`src/rtl/core/bmhq_pkg.sv`:
```
// Package for the binary min-heap queue: shared widths, command and
// status codes, and the per-cycle operation broadcast to the cell chain.
// No dependencies.
`default_nettype none

package bmhq_pkg;

  localparam int KEY_W        = 32;
  localparam int STATUS_W     = 2;
  localparam int COUNT_W      = 7;
  localparam int CAPACITY_DEF = 64;

  typedef enum logic [0:0] {
    CMD_INSERT = 1'b0,
    CMD_REMOVE = 1'b1
  } cmd_t;

  typedef enum logic [STATUS_W-1:0] {
    ST_DONE  = 2'd0,
    ST_FULL  = 2'd1,
    ST_EMPTY = 2'd2
  } status_t;

  typedef logic signed [KEY_W-1:0] key_t;

  // Operation applied by every cell in the same cycle
  typedef struct packed {
    logic en;
    cmd_t cmd;
    key_t key;
  } op_t;

endpackage

`default_nettype wire

```
`src/rtl/core/bmhq_cell.sv`:
```
// One cell of the sorted key chain: holds the key at a fixed rank and
// shifts with its neighbors on insert and remove. Depends on bmhq_pkg.
`default_nettype none

module bmhq_cell #(
  parameter int CNT_W = 7,
  parameter int INDEX = 0
) (
  input  wire logic            clk,
  input  wire bmhq_pkg::op_t   op,
  input  wire logic [CNT_W-1:0] count,
  input  wire logic            prev_le,
  input  wire bmhq_pkg::key_t  prev_key,
  input  wire bmhq_pkg::key_t  next_key,
  output bmhq_pkg::key_t       key_r,
  output logic                 le
);

  localparam logic [CNT_W-1:0] IDX = INDEX[CNT_W-1:0];

  bmhq_pkg::key_t key_nxt;
  logic           occ;

  // Occupied ranks form a prefix of the chain
  assign occ = (count > IDX);
  assign le  = occ && (key_r <= op.key);

  // Keep on no-op or when the new key sorts after; otherwise shift
  always_comb begin
    key_nxt = key_r;
    if (op.en) begin
      case (op.cmd)
        bmhq_pkg::CMD_INSERT: begin
          if (!le) begin
            key_nxt = prev_le ? op.key : prev_key;
          end
        end
        bmhq_pkg::CMD_REMOVE: begin
          key_nxt = next_key;
        end
        default: key_nxt = key_r;
      endcase
    end
  end

  always_ff @(posedge clk) begin
    key_r <= key_nxt;
  end

endmodule

`default_nettype wire

```
`config.mk`:
```
export PLATFORM = sky130hd
export DESIGN_NAME = bmhq_cell
export DESIGN_NICKNAME = d
export VERILOG_FILES = /design/src/rtl/core/bmhq_pkg.sv /design/src/rtl/core/bmhq_cell.sv
export SDC_FILE = /design/constraint.sdc
export NUM_CORES = 1
export LEC_CHECK = 0
export BUFFER_PORTS_ARGS = -buffer_cell sky130_fd_sc_hd__buf_4
export CORE_MARGIN = 10
export CORE_UTILIZATION = 41
export DETAILED_ROUTE_END_ITERATION = 10
export GPL_TIMING_DRIVEN = 0
export PLACE_DENSITY = 0.85
export SYNTH_ARGS = -nofsm -noshare
export SYNTH_HDL_FRONTEND = slang
export SYNTH_SLANG_ARGS = --single-unit
```
`constraint.sdc`:
```
create_clock -name clk -period 4.5 [get_ports clk]
set_input_delay 0.225 -clock clk [delete_from_list [all_inputs] [get_ports clk]]
set_output_delay 0.225 -clock clk [all_outputs]
set_load 0.005 [all_outputs]
```
After elaboration in Yosys (flattened, before gate mapping)
Index checks and enable logic that the tools add are counted.
{"block": "op_classes", "magnitude_cmp": 2, "eq_ne": 1, "mux": 3, "n_bitwise": 1, "n_reduce_logical": 2}
{"operator": "2-to-1 mux 32 bit", "n": 2}
{"operator": "case mux 32 bit (2 select lines)", "n": 1}
{"operator": "less-or-equal comparator 32 bit", "n": 1}
{"operator": "> comparator 7 x 1 -> 1 bit, second input constant", "n": 1}
{"operator": "!= test 2 bit, second input constant", "n": 1}
{"operator": "AND reduction 2 bit", "n": 1}
{"operator": "logical AND 1 bit", "n": 1}
{"operator": "inverter 1 bit", "n": 1}
{"block": "word_totals", "ff_bits": 32, "out_inout_bits": 33, "wordCells": 10}

Depth between registers and ports, before layout
Gate-level depths: netlist (run 1).
{"block": "logic_depth", "depth_word": 4, "mapped_depth": 8, "depth_no_buf": 8}

Worst setup path before layout (run 1)
Ideal clock, no wire load.
{"block": "synth_path", "kind": "register to register", "from": "register key_r[30]", "to": "register key_r[0] (enable)", "setup_ns": 0.468, "arrival_ns": 4.013, "t_required_ns": 4.032, "path_slack_ns": 0.020, "stages_incl_launch_ff": 8, "path_buffers": 0, "period_less_slack_ns": 4.480, "cell_sequence": "edfxtp_1 -> ha_1 -> a21oi_1 -> nand2_1 -> a221o_2 -> a211oi_2 -> o32ai_1 -> nor3b_1"}
{"block": "synth_between", "elab_chain_len": 4}
{"element": "start, declared", "line_no": "bmhq_cell.sv:15", "source": "output bmhq_pkg::key_t key_r,"}
{"element": "start signal, assigned", "line_no": "bmhq_cell.sv:47", "source": "key_r <= key_nxt;"}
{"element": "less-or-equal comparator 32 bit", "line_no": "bmhq_cell.sv:26", "source": "assign le = occ && (key_r <= op.key);"}
{"element": "logical AND 1 bit", "line_no": "bmhq_cell.sv:26"}
{"element": "!= test 2 bit (no line)"}
{"element": "AND reduction 2 bit (no line)"}
Every way passes these cells.
A chain may end at the register's enable or synchronous reset.

Worst setup path after layout (run 1)
{"block": "layout_path", "from": "register key_r[14]", "to": "register key_r[15] (enable)"}
The elaborated chain is that of the path after synthesis.

==> flow_summary_export.csv, run 1 <==
group,metric,value,unit
logic_synthesis,synth_seq_area_share,0.381,
worst_setup_path,required,4.50,ns
layout,multi_input_area,0.00140,mm²
timing,final_max_slew_viol_count,0,
job,maxCapViolCount,0,
logic_synthesis,synth-seq-cells,32,
clock_tree,postCtsSetupRepairBufs,0,
logic_synthesis,synthSimpleGateAreaFrac,0.138,
logic_synthesis,syn_area,0.00252,mm²
timing,skew,0.00366,ns
logic_synthesis,synth-compound-area-share,0.128,
floorplan,start_util,0.424,
timing,finalSetupViolations,0,
power,peakVddDrop,134,µV
status,status,"completed",
worst_setup_path,end_kind,"flop",
routing,routed_via_density,5.10,
logic_synthesis,synthAdderAreaFrac,0.159,
logic_synthesis,synth_top_family_by_area,"adder cells",
timing,slew_headroom,0.316,
global_routing,grt_usage,0.165,
clock_tree,cts_buffer_depth,2,
floorplan,pin_count,140,
timing,tightest_slew,1.02,ns
logic_synthesis,synthArstFlopShare,0,
clock_tree,cts.sinks,32,
clock_tree,cts_buffers,5,
logic_synthesis,synth_edf_count,32,
worst_hold_path,min_from,"next_key[25]",
placed_design,dp_hpwl,7.12,mm
routing,drt-total-wl,8.47,mm
layout,design_area,0.00377,mm²
layout,area_growth,49.4,%
worst_setup_path,cp-start-kind,"flop",
routing,firstDrtPassIters,4,
timing,min_period,3.46,ns
logic_synthesis,syn_nets,402,
power,pwr_density_cell,241,mW/mm²
floorplan,die_y,98.4,µm
logic_synthesis,syn_inst,263,
worst_setup_path,crit_top_cell,"buf_8",
timing,fin_crit_sh,0.768,
worst_setup_path,reg2reg_depth,9,
power,p_leak,1.90,nW
global_routing,grt_pass1_vias,2677,
layout,seqCellArea,961,µm²
layout,reg_top3,"key_r x32",
layout,regMostFlops,"key_r",
worst_hold_path,hold_class,"in2reg",
placed_design,place.gp.congestion,0.867,
clock_tree,clock-root-buffer,"clkbuf_8",
logic_synthesis,synth.area.top_cells,"edfxtp_1 38%, ha_1 16%, mux2i_1 13%",
worst_hold_path,hold_end,"key_r[25]$_DFFE_PP_",
global_routing,grt_max_degree,13,
worst_setup_path,worstReg2RegEnd,"key_r[15]$_DFFE_PP_",
routing,drc,0,
worst_setup_path,critPathMaxStageDelay,0.84,ns
layout,nets,549,
logic_synthesis,yosysTopAreaCellShare,0.381,
logic_synthesis,synth_area_per_cell,9.59,µm²
clock_tree,htree_num_levels,2,
routing,ant_nets,0,
layout,fin_util,0.633,
clock_tree,cts.clk_slew.worst_paths,0.06,ns
clock_tree,cts.repair.resized,0,
logic_synthesis,yosysMostFrequentCell,"nand2_1",
layout,n_fill_cell,517,
worst_setup_path,cp_slowest_cell,"nor3b_2",
worst_setup_path,path_max_fanout,12,
logic_synthesis,ys.flop_type,"edfxtp_1",
logic_synthesis,synthXorXnorAreaFrac,0,
layout,n_antenna_cell,0,
worst_setup_path,r2r_slack,1.04,ns
floorplan,chipWidth,98.4,µm
worst_hold_path,hold-path-cell-count,3,
routing,drtIter0Drc,95,
routing,via_count,2481,
placed_design,placed_area,0.00369,mm²
layout,drive_above_1_share,0.389,
global_routing,antenna_found_initial,0,
logic_synthesis,synth_common_cells,"41 x nand2_1, 35 x o21ai_0, 33 x inv_1",
logic_synthesis,synthMuxAreaShare,0.127,
logic_synthesis,synth_top_cell_by_area,"edfxtp_1",
worst_setup_path,crit_arrival,3.45,ns
logic_synthesis,ys.warnings.count,0,
clock_tree,cts_tree,"built",
timing,fmax,289,MHz
timing,rsz0062_at_grt,"false",
logic_synthesis,ys_types,34,
timing,hold_viol,0,
worst_setup_path,reg2reg_from,"key_r[14]$_DFFE_PP_",
clock_tree,worst_skew_pair.late_latency,0.28,ns
routing,post_drt_wl_per_cell,17.4,µm
global_routing,grt-ovfl-total,0,
layout,largest_reg_flops,32,
floorplan,dieArea,0.00969,mm²
clock_tree,hold_buffers,0,
worst_setup_path,criticalPathCategory,"reg2reg",
global_routing,grt_pass1_wl,13.2,mm
floorplan,row_count,28,
floorplan,coreArea,0.00596,mm²
worst_setup_path,worstPathCellList,"ha_1 -> nand4_1 -> nor4_1 -> a21bo_2 -> a21oi_1 -> nor4b_1 -> nor3b_2 -> buf_8 -> buf_8",
placed_design,port_buffers,138,
## worst max path at each step
stage	startpoint	to	cells past startpoint
floorplan	key_r[30]$_DFFE_PP_	key_r[0]$_DFFE_PP_	7
global placement	key_r[14]$_DFFE_PP_	key_r[15]$_DFFE_PP_	7
detailed placement	key_r[14]$_DFFE_PP_	key_r[6]$_DFFE_PP_	9
CTS	key_r[14]$_DFFE_PP_	key_r[6]$_DFFE_PP_	9
global route	key_r[14]$_DFFE_PP_	key_r[12]$_DFFE_PP_	9
finish	key_r[14]$_DFFE_PP_	key_r[15]$_DFFE_PP_	9
## layout make-up
cell class	instances	share of cell area
Timing Repair Buffer	140	0.283
Clock inverter	1	0.000996
Tap cell	75	0.0249
Sequential cell	32	0.255
Clock buffer	7	0.0203
Multi-Input combinational cell	187	0.371
Inverter	33	0.0329
Buffer	11	0.0120
## through the flow
stage | hold slack, ns | std cells | worst slack (ns) | setup TNS (ns) | power [mW]
6_report | 0.218 | 486 | 1.04 | 0 | 0.907
4_1_cts | 0.210 | 486 | 0.978 | 0 | 0.919
3_3_place_gp | 0.502 | 476 | -1.59 | -50.83 | 0.687
5_1_grt | 0.214 | 486 | 0.768 | 0 | 0.969
2_1_floorplan | 0.412 | 263 | 0.0196 | 0 | 0.531
3_5_place_dp | 0.509 | 478 | 1.00 | 0 | 0.704
## layout by cell type, fill, tap and decap left out, types with 2 or more instances in the layout
cell type	n
buf_4	138
nand2_1	41
o21ai_0	35
inv_1	33
mux2i_1	32
ha_1	32
edfxtp_1	32
a21oi_1	15
clkbuf_1	10
clkbuf_8	5
nand3_1	4
buf_2	3
nand4_1	3
nand4_2	2
nor2_1	2
buf_8	2
## layer usage
metal / GRT usage / routed length, µm / vias to the layer above
li1: - / - / 1241
met1: 0.180 / 3270 / 1130
met2: 0.292 / 4400 / 96
met3: 0.0552 / 617 / 14
met4: 0.0529 / 178 / 0
met5: 0 / 0 / -
## power breakdown
part / switching [mW] / leakage [nW] / internal (mW)
Clock: 0.105 / 0.0399 / 0.108
Combinational: 0.141 / 1.55 / 0.167
Sequential: 0.0168 / 0.311 / 0.370
## kinds of logic (layout without fill, tap and decap cells)
kind of cell	Yosys count	after routing
buffers and inverters	44	192
DFF	32	32
and+or+nand+nor	65	65
muxes	32	32
adders and majority gates	32	32
AOI/OAI and AO/OA	58	58
## worst max-delay path: cells and delay by family (launching register included)
family | cells | cell delay [ns]
compound gates | 2 | 0.49
fa+ha+maj | 1 | 0.34
buf+inv | 2 | 0.40
flops | 1 | 0.40
simple gates | 4 | 1.53
No activity file was read; power rests on OpenSTA's default activity.
==> run 2: changes to the inputs <==
- ABC_AREA: unset -> 1
- CORE_UTILIZATION: 41 -> 45
- PLACE_DENSITY: 0.85 -> 0.88
- clock period: 4.5 -> 3.6 ns (I/O delays scaled with it)
==> run 2 against run 1 <==
Against the previous run:
- clock-buffer cell count unchanged
- wire length increased by 3.2%
- sequential power increased by 24%
- critical path depth increased by 4
- clock skew increased by 0.0031 ns
- combinational power increased by 23%
- via count increased by 12%
- sequential share of layout area increased by 0.15 points
- die area decreased by 7.2%
- cell count increased by 13%
- critical path type unchanged
==> flow_summary_export.csv, run 2 <==
group,metric,value,unit
status,status,"completed",
clock_tree,cts_tree,"built",
routing,ant_nets,0,
routing,via_count,2774,
routing,drt-total-wl,8.74,mm
timing,rsz0062_at_grt,"false",
layout,drive_above_1_share,0.326,
timing,tns,0,ns
logic_synthesis,synth_seq_area_share,0.382,
routing,drtIter0Drc,92,
worst_setup_path,cp-start-kind,"flop",
logic_synthesis,synth-seq-cells,32,
clock_tree,cts.sinks,32,
global_routing,grt_max_degree,33,
power,power_frac_comb,0.336,
logic_synthesis,synth_area_per_cell,7.63,µm²
worst_setup_path,crit_top_cell,"nand2_1",
power,power,1.13,mW
worst_setup_path,reg2reg_from,"key_r[15]$_DFFE_PP_",
clock_tree,worst_skew_pair.late_latency,0.28,ns
timing,min_period,2.72,ns
worst_setup_path,end_kind,"flop",
logic_synthesis,ys.warnings.count,0,
timing,skew,0.00681,ns
power,peakVddDrop,179,µV
placed_design,port_buffers,137,
logic_synthesis,syn_nets,469,
power,p_clk_frac,0.241,
layout,reg_top3,"key_r x32",
logic_synthesis,syn_inst,330,
worst_setup_path,crit_start,"key_r[15]$_DFFE_PP_",
timing,hold_viol,0,
routing,drc,0,
worst_hold_path,min_from,"next_key[21]",
floorplan,start_util,0.460,
power,pwr_density_cell,302,mW/mm²
routing,post_drt_wl_per_cell,15.9,µm
worst_setup_path,crit_arrival,2.72,ns
routing,routed_via_density,5.06,
worst_setup_path,criticalPathCategory,"reg2reg",
worst_hold_path,hold_class,"in2reg",
global_routing,grt_pass1_wl,13.4,mm
worst_hold_path,hold_end,"key_r[21]$_DFFE_PP_",
placed_design,dp_hpwl,7.17,mm
layout,nets,614,
floorplan,row_count,27,
clock_tree,hold_buffers,0,
logic_synthesis,ys_types,24,
logic_synthesis,ys.flop_type,"edfxtp_1",
routing,firstDrtPassIters,4,
worst_setup_path,path_max_fanout,17,
placed_design,place.gp.congestion,0.840,
worst_setup_path,r2r_slack,0.88,ns
logic_synthesis,synth_top_cell_by_area,"edfxtp_1",
global_routing,antenna_found_initial,0,
global_routing,grt_usage,0.185,
clock_tree,htree_num_levels,2,
worst_hold_path,hold-path-cell-count,3,
layout,mostFrequentLayoutCells,"137 x buf_4, 102 x nand2_1, 41 x inv_1",
power,swShare,0.299,
clock_tree,cts_buffer_depth,2,
timing,tightest_slew,0.757,ns
worst_setup_path,reg2reg_depth,13,
job,maxCapViolCount,0,
clock_tree,cts.repair.resized,0,
global_routing,grt-ovfl-total,0,
layout,largest_reg_flops,32,
timing,fin_ws,0.875,ns
worst_setup_path,required,3.59,ns
layout,regMostFlops,"key_r",
clock_tree,cts.clk_slew.worst_paths,0.07,ns
timing,fmax,367,MHz
worst_setup_path,worstReg2RegEnd,"key_r[15]$_DFFE_PP_",
timing,fin_crit_sh,0.757,
power,seqPwrFrac,0.424,
logic_synthesis,synthArstFlopShare,0,
timing,final_max_slew_viol_count,0,
clock_tree,cts_buffers,5,
floorplan,dieArea,0.00899,mm²
power,p_leak,1.93,nW
timing,finalSetupViolations,0,
placed_design,place_ws,0.609,ns
logic_synthesis,yosysMostFrequentCell,"nand2_1",
power,p_int,793,µW
logic_synthesis,synth.area.top_cells,"edfxtp_1 38%, ha_1 16%, nand2_1 15%",
floorplan,coreArea,0.00547,mm²
logic_synthesis,synth_edf_count,32,
floorplan,pin_count,140,
layout,n_antenna_cell,0,
layout,area_growth,48.7,%
floorplan,chipWidth,94.8,µm
worst_setup_path,critPathMaxStageDelay,0.55,ns
worst_setup_path,worstPathCellList,"ha_1 -> a21oi_1 -> o21ai_0 -> a21oi_1 -> nand2_1 -> nand2_1 -> nand2_1 -> nand2_1 -> nand3_2 -> nand3_2 -> nand2_1 -> inv_1 -> buf_16",
floorplan,die_y,94.8,µm
timing,slew_headroom,0.495,
logic_synthesis,syn_area,0.00252,mm²
logic_synthesis,yosysTopAreaCellShare,0.382,
clock_tree,clock-root-buffer,"clkbuf_8",
power,switchingPower,339,µW
layout,final_common_cell,"buf_4",
global_routing,grt_pass1_vias,2943,
worst_setup_path,cp_slowest_cell,"inv_1",
clock_tree,postCtsSetupRepairBufs,0,
logic_synthesis,synth_common_cells,"102 x nand2_1, 41 x inv_1, 34 x o21ai_0, 32 x edfxtp_1, 32 x ha_1",
## run 2: changes by cell type in the layout (fill, tap and decap cells not counted), sizes merged, moves of 2 or more
cell | previous run | this run
nor4 | 3 | 1
a21oi | 15 | 20
o21ai | 35 | 60
clkbuf | 15 | 19
inv | 33 | 44
nor2 | 2 | 13
buf | 143 | 140
nand2 | 42 | 103
mux2i | 32 | 0
nand4 | 5 | 2
## run 2: cell families after synthesis
| group | count (synthesis) | share of synthesized area |
|---|---|---|
| and+or+nand+nor | 124 | 0.200 |
| AOI/OAI and AO/OA | 83 | 0.168 |
| buffers and inverters | 59 | 0.0914 |
| adders and majority gates | 32 | 0.159 |
| DFF | 32 | 0.382 |
## run 2: area by class of cell
class | instances | area (µm²)
fill | 456 | 1730
clock buffer | 7 | 76.3
buffer | 14 | 61.3
multi-input combinational | 239 | 1330
sequential | 32 | 961
tap | 72 | 90.1
timing repair buffer | 138 | 1060
inverter | 45 | 169
clock inverter | 1 | 3.75
## run 2: metrics by stage
step	instances	cell area [µm²]	hold WS (ns)	utilization
6_report	548	3740	0.183	0.684
5_1_grt	548	3740	0.187	0.684
4_1_cts	547	3720	0.177	0.679
3_5_place_dp	539	3640	0.470	0.665
3_3_place_gp	539	3640	0.459	0.665
2_1_floorplan	330	2520	0.371	-
## run 2: routing by layer
metal | up-vias | wire, µm | track usage
met5 | - | 0 | 0
li1 | 1390 | - | -
met2 | 110 | 4530 | 0.345
met3 | 16 | 846 | 0.0698
met4 | 0 | 152 | 0.0599
met1 | 1258 | 3210 | 0.186
## run 2: worst max-delay path by stage
stage | end | slack (ns)
floorplan | key_r[0]$_DFFE_PP_ | 1.14
global placement | key_r[15]$_DFFE_PP_ | 0.69
detailed placement | key_r[10]$_DFFE_PP_ | 0.61
CTS | key_r[19]$_DFFE_PP_ | 0.58
global route | key_r[14]$_DFFE_PP_ | 0.63
finish | key_r[15]$_DFFE_PP_ | 0.88
## run 2: worst max-delay path: cells and delay by family, from the launching register on
family	cells	cell delay, ns
buffers and inverters	2	0.79
adders and majority gates	1	0.31
DFF	1	0.39
and+or+nand+nor	7	0.49
AOI/OAI and AO/OA	3	0.46
## run 2: power groups by stage
| stage | Clock, mW | Combinational (mW) | Sequential [mW] |
|---|---|---|---|
| CTS | 0.277 | 0.376 | 0.480 |
| global route | 0.292 | 0.430 | 0.484 |
| global placement | 0 | 0.359 | 0.486 |
| floorplan | 0 | 0.173 | 0.488 |
| finish | 0.272 | 0.380 | 0.479 |
| detailed placement | 0 | 0.374 | 0.488 |
